[config.mk]
export PLATFORM = sky130hd
export DESIGN_NAME = bktkf_ctrl
export DESIGN_NICKNAME = d
export VERILOG_FILES = /design/src/sv/bktkf_pkg.sv /design/src/sv/bktkf_ctrl.sv
export SDC_FILE = /design/constraint.sdc
export NUM_CORES = 1
export LEC_CHECK = 0
export BUFFER_PORTS_ARGS = -buffer_cell sky130_fd_sc_hd__buf_2
export CAP_MARGIN = 0
export CORE_MARGIN = 4
export CORE_UTILIZATION = 40
export DETAILED_ROUTE_END_ITERATION = 10
export GPL_ROUTABILITY_DRIVEN = 0
export PLACE_DENSITY = 0.66
export SLEW_MARGIN = 20
export SYNTH_ARGS = -nofsm -noshare
export SYNTH_HDL_FRONTEND = slang
export SYNTH_SLANG_ARGS = --single-unit
[constraint.sdc]
create_clock -name i_clk -period 1.8 [get_ports i_clk]
set_input_delay 0.27 -clock i_clk [delete_from_list [all_inputs] [get_ports i_clk]]
set_output_delay 0.27 -clock i_clk [all_outputs]
set_load 0.1 [all_outputs]
[src/sv/bktkf_pkg.sv]
`timescale 1ns / 1ps
package bktkf_pkg;

    localparam int NUM_TRACKS_DEF = 64;
    localparam int MEAS_DIM       = 4;
    localparam int VEL_DIM        = 3;
    localparam int TID_W          = 6;
    localparam int POS_W          = 32;
    localparam int COV_W          = 48;
    localparam int REG_W          = 47;
    localparam int ACC_W          = 52;
    localparam int COORD_W        = 2;
    localparam int CFG_IDX_W      = 2;

    localparam logic [CFG_IDX_W-1:0] CFG_PROCESS_NOISE = 2'd0;
    localparam logic [CFG_IDX_W-1:0] CFG_MEAS_NOISE    = 2'd1;
    localparam logic [CFG_IDX_W-1:0] CFG_INIT_VAR      = 2'd2;

    localparam logic [REG_W-1:0] PROCESS_NOISE_RST = 47'd429497;
    localparam logic [REG_W-1:0] MEAS_NOISE_RST    = 47'd42949673;
    localparam logic [REG_W-1:0] INIT_VAR_RST      = 47'd4294967296;

    localparam logic signed [ACC_W-1:0] COV_MAX_X = 52'sh0_7FFF_FFFF_FFFF;
    localparam logic signed [ACC_W-1:0] COV_MIN_X = 52'shF_8000_0000_0000;
    localparam logic signed [ACC_W-1:0] POS_MAX_X = 52'sh0_0000_7FFF_FFFF;
    localparam logic signed [ACC_W-1:0] POS_MIN_X = 52'shF_FFFF_8000_0000;

    typedef enum logic [1:0] {
        OP_INIT    = 2'd0,
        OP_PREDICT = 2'd1,
        OP_UPDATE  = 2'd2,
        OP_NONE    = 2'd3
    } t_op;

    typedef enum logic [3:0] {
        ST_IDLE,
        ST_CHK,
        ST_RD,
        ST_LAT,
        ST_CALC,
        ST_DIVS,
        ST_DIVW,
        ST_MULS,
        ST_MULW,
        ST_WR,
        ST_FIN
    } t_state;

    typedef enum logic [2:0] {
        MUL_KP_D,
        MUL_KP_P,
        MUL_KV_D,
        MUL_KP_C,
        MUL_KV_C
    } t_mul_sel;

    typedef enum logic {
        DIV_P,
        DIV_C
    } t_div_sel;

    typedef struct packed {
        logic [1:0]              operation;
        logic [TID_W-1:0]        track_id;
        logic signed [POS_W-1:0] meas_x1;
        logic signed [POS_W-1:0] meas_y1;
        logic signed [POS_W-1:0] meas_x2;
        logic signed [POS_W-1:0] meas_y2;
    } t_in_item;

    typedef struct packed {
        logic [TID_W-1:0]        out_track;
        logic                    status;
        logic signed [POS_W-1:0] est_x1;
        logic signed [POS_W-1:0] est_y1;
        logic signed [POS_W-1:0] est_x2;
        logic signed [POS_W-1:0] est_y2;
        logic signed [POS_W-1:0] vel_x1;
        logic signed [POS_W-1:0] vel_y1;
        logic signed [POS_W-1:0] vel_x2;
    } t_out_item;

    typedef struct packed {
        logic signed [POS_W-1:0] pos;
        logic signed [COV_W-1:0] pvar;
    } t_pos_entry;

    typedef struct packed {
        logic signed [POS_W-1:0] vel;
        logic signed [COV_W-1:0] cvar;
        logic signed [COV_W-1:0] vvar;
    } t_vel_entry;

    typedef struct packed {
        logic               ld_item;
        logic               rd;
        logic               latch;
        logic               calc;
        logic               div_start;
        t_div_sel           div_sel;
        logic               mul_start;
        t_mul_sel           mul_sel;
        logic               wr;
        logic [COORD_W-1:0] coord;
        logic               out_load;
    } t_cmd;

    typedef struct packed {
        logic ok;
        t_op  op;
        logic div_done;
        logic mul_done;
        logic out_busy;
    } t_status;

    function automatic logic signed [ACC_W-1:0] f_sx48(input logic signed [COV_W-1:0] v);
        return {{(ACC_W-COV_W){v[COV_W-1]}}, v};
    endfunction

    function automatic logic signed [ACC_W-1:0] f_sx32(input logic signed [POS_W-1:0] v);
        return {{(ACC_W-POS_W){v[POS_W-1]}}, v};
    endfunction

    function automatic logic signed [COV_W-1:0] f_sat48(input logic signed [ACC_W-1:0] v);
        logic signed [COV_W-1:0] r;
        if (v > COV_MAX_X) begin
            r = COV_MAX_X[COV_W-1:0];
        end else if (v < COV_MIN_X) begin
            r = COV_MIN_X[COV_W-1:0];
        end else begin
            r = v[COV_W-1:0];
        end
        return r;
    endfunction

    function automatic logic signed [POS_W-1:0] f_sat32(input logic signed [ACC_W-1:0] v);
        logic signed [POS_W-1:0] r;
        if (v > POS_MAX_X) begin
            r = POS_MAX_X[POS_W-1:0];
        end else if (v < POS_MIN_X) begin
            r = POS_MIN_X[POS_W-1:0];
        end else begin
            r = v[POS_W-1:0];
        end
        return r;
    endfunction

endpackage

[src/sv/bktkf_ctrl.sv]
`timescale 1ns / 1ps
module bktkf_ctrl (
    input  logic                 i_clk,
    input  logic                 i_rst_n,
    input  logic                 i_in_valid,
    output logic                 o_in_stall,
    input  bktkf_pkg::t_status   i_status,
    output bktkf_pkg::t_cmd      o_cmd
);

    localparam logic [bktkf_pkg::COORD_W-1:0] COORD_LAST =
        bktkf_pkg::COORD_W'(bktkf_pkg::MEAS_DIM - 1);

    bktkf_pkg::t_state   r_state, n_state;
    logic [bktkf_pkg::COORD_W-1:0] r_coord, n_coord;
    bktkf_pkg::t_div_sel r_dsel, n_dsel;
    bktkf_pkg::t_mul_sel r_msel, n_msel;

    always_ff @(posedge i_clk) begin
        if (!i_rst_n) begin
            r_state <= bktkf_pkg::ST_IDLE;
            r_coord <= '0;
            r_dsel  <= bktkf_pkg::DIV_P;
            r_msel  <= bktkf_pkg::MUL_KP_D;
        end else begin
            r_state <= n_state;
            r_coord <= n_coord;
            r_dsel  <= n_dsel;
            r_msel  <= n_msel;
        end
    end

    always_comb begin
        n_state = r_state;
        n_coord = r_coord;
        n_dsel  = r_dsel;
        n_msel  = r_msel;
        o_cmd   = '0;
        o_cmd.coord   = r_coord;
        o_cmd.div_sel = r_dsel;
        o_cmd.mul_sel = r_msel;
        o_in_stall = (r_state != bktkf_pkg::ST_IDLE);
        unique case (r_state)
            bktkf_pkg::ST_IDLE: begin
                if (i_in_valid) begin
                    o_cmd.ld_item = 1'b1;
                    n_state = bktkf_pkg::ST_CHK;
                end
            end
            bktkf_pkg::ST_CHK: begin
                n_coord = '0;
                n_state = i_status.ok ? bktkf_pkg::ST_RD : bktkf_pkg::ST_FIN;
            end
            bktkf_pkg::ST_RD: begin
                o_cmd.rd = 1'b1;
                n_state = bktkf_pkg::ST_LAT;
            end
            bktkf_pkg::ST_LAT: begin
                o_cmd.latch = 1'b1;
                if (i_status.op == bktkf_pkg::OP_UPDATE) begin
                    n_dsel  = bktkf_pkg::DIV_P;
                    n_state = bktkf_pkg::ST_DIVS;
                end else begin
                    n_state = bktkf_pkg::ST_CALC;
                end
            end
            bktkf_pkg::ST_CALC: begin
                o_cmd.calc = 1'b1;
                n_state = bktkf_pkg::ST_WR;
            end
            bktkf_pkg::ST_DIVS: begin
                o_cmd.div_start = 1'b1;
                n_state = bktkf_pkg::ST_DIVW;
            end
            bktkf_pkg::ST_DIVW: begin
                if (i_status.div_done) begin
                    if (r_dsel == bktkf_pkg::DIV_P && r_coord != COORD_LAST) begin
                        n_dsel  = bktkf_pkg::DIV_C;
                        n_state = bktkf_pkg::ST_DIVS;
                    end else begin
                        n_msel  = bktkf_pkg::MUL_KP_D;
                        n_state = bktkf_pkg::ST_MULS;
                    end
                end
            end
            bktkf_pkg::ST_MULS: begin
                o_cmd.mul_start = 1'b1;
                n_state = bktkf_pkg::ST_MULW;
            end
            bktkf_pkg::ST_MULW: begin
                if (i_status.mul_done) begin
                    n_state = bktkf_pkg::ST_MULS;
                    unique case (r_msel)
                        bktkf_pkg::MUL_KP_D: n_msel = bktkf_pkg::MUL_KP_P;
                        bktkf_pkg::MUL_KP_P: begin
                            // last coordinate has no velocity terms
                            if (r_coord == COORD_LAST) begin
                                n_state = bktkf_pkg::ST_WR;
                            end else begin
                                n_msel = bktkf_pkg::MUL_KV_D;
                            end
                        end
                        bktkf_pkg::MUL_KV_D: n_msel = bktkf_pkg::MUL_KP_C;
                        bktkf_pkg::MUL_KP_C: n_msel = bktkf_pkg::MUL_KV_C;
                        default:             n_state = bktkf_pkg::ST_WR;
                    endcase
                end
            end
            bktkf_pkg::ST_WR: begin
                o_cmd.wr = 1'b1;
                if (r_coord == COORD_LAST) begin
                    n_state = bktkf_pkg::ST_FIN;
                end else begin
                    n_coord = r_coord + 1'b1;
                    n_state = bktkf_pkg::ST_RD;
                end
            end
            bktkf_pkg::ST_FIN: begin
                // hold until the output register is free
                if (!i_status.out_busy) begin
                    o_cmd.out_load = 1'b1;
                    n_state = bktkf_pkg::ST_IDLE;
                end
            end
            default: n_state = bktkf_pkg::ST_IDLE;
        endcase
    end

endmodule

==> impl_metrics.toml <==
[run_status]
status = "finished, final reports clean"

[yosys]
ys_warn_count = 0
netlist_area_um2 = 726.9
synth_top_family_by_area = "simple AND/OR/NAND/NOR gates"
ys.flop_type = "dfxtp_1"
synth-compound-area-share_pct = 22.72
synth_fp_nets = 103
synth_mux_area_share_pct = 1.377
synth.distinct_cells = 41
yosysSeqAreaShare_pct = 27.54
avgSynthCellArea_um2 = 7.817
synthSimpleGateAreaFrac_pct = 38.38
syn_inst = 93
yosys_register_bits = 10
async_flop_share_pct = 0
synth_edf_count = 0
synth_xor_area_share_pct = 1.205
synthAdderAreaFrac_pct = 1.721

[worst_setup_path]
cp_max_fo = 16
crit_path_start_kind = "flop"
endpoint_kind = "output pin"
critPathKind = "reg -> out"
r2r_start = "r_state[3]"
setup.worst_path.start = "r_state[0]"
required_ns = 1.53
crit_arrival_ns = 1.40

[cts]
clk_path_buf_depth = 2
htree_levels = 1
cts_hold_buf = 0
cts_made_buffers = 3
cts_tree = "yes"
insertion_delay_ns = 0.26
cts_sinks = 10
root_buffer = "clkbuf_4"
path_clk_slew_ns = 0.05

[route]
drt-vias-per-instance = 5.507
drc = 0
first_pass_iters = 4
wl_per_cell_um = 12.41
via_count = 771
drt_iter0_drc = 18
drt-total-wl_um = 1738
ant_nets = 0

[global_route]
grt_usage_pct = 14.97
gr-total-overflow = 0
grt_antenna_before_repair = 0
grt_pass1_vias = 726
grt_max_degree = 17
grt_pass1_wl_um = 3015

[cells_and_area]
final_cell_mix = "14 x buf_2, 9 x buf_12, 8 x dfxtp_2"
final_nets = 127
fin_cells = 140
register_area_um2 = 210.2
drive_gt1_share_pct = 43.48
diodes = 0
fillers = 163
multi_input_area_um2 = 523.0
syn2layout_area_growth_pct = 47.33
final_common_cell = "buf_2"

[power]
pwr-share-seq_pct = 23.0
vdd_drop_max_v = 0.0009939
p_leak_nw = 0.4326
power.internal_w = 0.0007750
p_sw_share_pct = 54.71
combPwrFrac_pct = 68.6
powerDensity_nw_per_um2 = 1598
pwr-share-clk_pct = 8.4
p_switching_w = 0.0009363

[floorplan]
coreArea_um2 = 1727
num_rows = 15
die-area_um2 = 2563
initial_core_util_pct = 42.10
io_pins = 24
die_w_um = 50.63
die_y_um = 50.63

[sta]
worstMarginPinSlew_ns = 0.4869
skew_ns = 0.007752
maxSlewHeadroom_pct = 67.76
finalCritPeriodShare_pct = 92.79
setup_violations = 0
period_needed_ns = 1.670
rsz0062_at_grt = "false"
slew_viol_final = 0
fmax_mhz = 598.7
hold_violations = 0
tns_ns = 0

[placed_design]
dp.cells = 137
place_hpwl_um = 1426
io_buffer_count = 23

[flow_run]
drv_cap = 0

[hold_path]
worstHoldStart = "i_status[3]"
hold_class = "in -> reg"
## flip-flops by register name, summed over array words and instances, names as in the netlist
register,cells
r_coord,2
r_msel,3
r_state,4
r_dsel,1
## synthesized netlist by cell type, types with 2 or more instances
cell type  instances  area (um2)
dfxtp_1           10       200.2
or3_1              2       12.51
and3_1             3       18.77
nand2b_1           4       25.02
nand2_1            6       22.52
buf_2              5       25.02
nor2_1            11       41.29
nor3_1             7       35.03
nor4b_1            2       17.52
o21ai_0            3       15.01
o2bb2ai_1          2       17.52
a211oi_1           3       22.52
nand4_1            2       12.51
a21oi_1            4       20.02
nor2b_1            3       18.77
## critical path, stage by stage (launching register included)
cell and delay (ns):
dfxtp_2 0.40, nand2b_2 0.28, nor3_2 0.25, buf_12 0.21
## layer usage
metal  up-vias  global-route usage [%]  part of all wire, %
li1        390                       -                    -
met1       354                   17.84                   43
met2        25                   26.52                   50
met3         2                   4.451                  5.8
met4         0                   2.691                 0.40
met5         -                       0                    0
## stage by stage
step	total power (W)	util, %	setup WS (ns)	area, um2	hold slack [ns]
3_3_place_gp	0.001554	60.29	0.1813	1041	0.4452
6_report	0.001711	62.03	0.1298	1071	0.3156
2_1_floorplan	0.001249	-	-0.2876	792.0	0.4540
3_5_place_dp	0.001567	60.29	0.1621	1041	0.4583
5_1_grt	0.001810	62.03	0.05252	1071	0.3227
4_1_cts	0.001726	61.96	0.04834	1070	0.3111
## layout make-up
| cell class | instances | area share (%) |
|---|---|---|
| timing repair buffer | 27 | 26.17 |
| sequential | 10 | 19.63 |
| tap | 25 | 2.921 |
| clock buffer | 3 | 2.103 |
| multi-input combinational | 74 | 48.83 |
| inverter | 1 | 0.3505 |
## path summary, 6_finish.rpt
| path | depth (start not counted) | slack [ns] | end |
|---|---|---|---|
| worst max-delay path | 3 | 0.13 | o_cmd[0] |
| worst min-delay path | 3 | 0.32 | r_state[0] |
| worst max register to register | 4 | 0.27 | r_msel[1] |
| worst min register to register | 1 | 0.47 | r_msel[1] |
## repair_timing
item                       in CTS  in global routing
setup endpoints to repair       3                  1
gates resized for setup         4                  1
pin swaps                       0                  0
buffers inserted                0                  0
gates cloned                    0                  0
## power groups by stage
stage	registers (W)	logic, W	clock network (W)
floorplan	0.000355	0.000894	0
global placement	0.000385	0.00117	0
detailed placement	0.000389	0.00118	0
CTS	0.000391	0.00118	0.000152
global route	0.000410	0.00124	0.000163
finish	0.000393	0.00117	0.000144
## kinds of logic after synthesis
family / Yosys count
AOI/OAI and AO/OA: 23
xor gates and xnor gates: 1
adders and majority gates: 1
buffers and inverters: 9
DFF: 10
muxes: 1
and+or+nand+nor: 48
No activity file was read; power rests on OpenSTA's default activity.
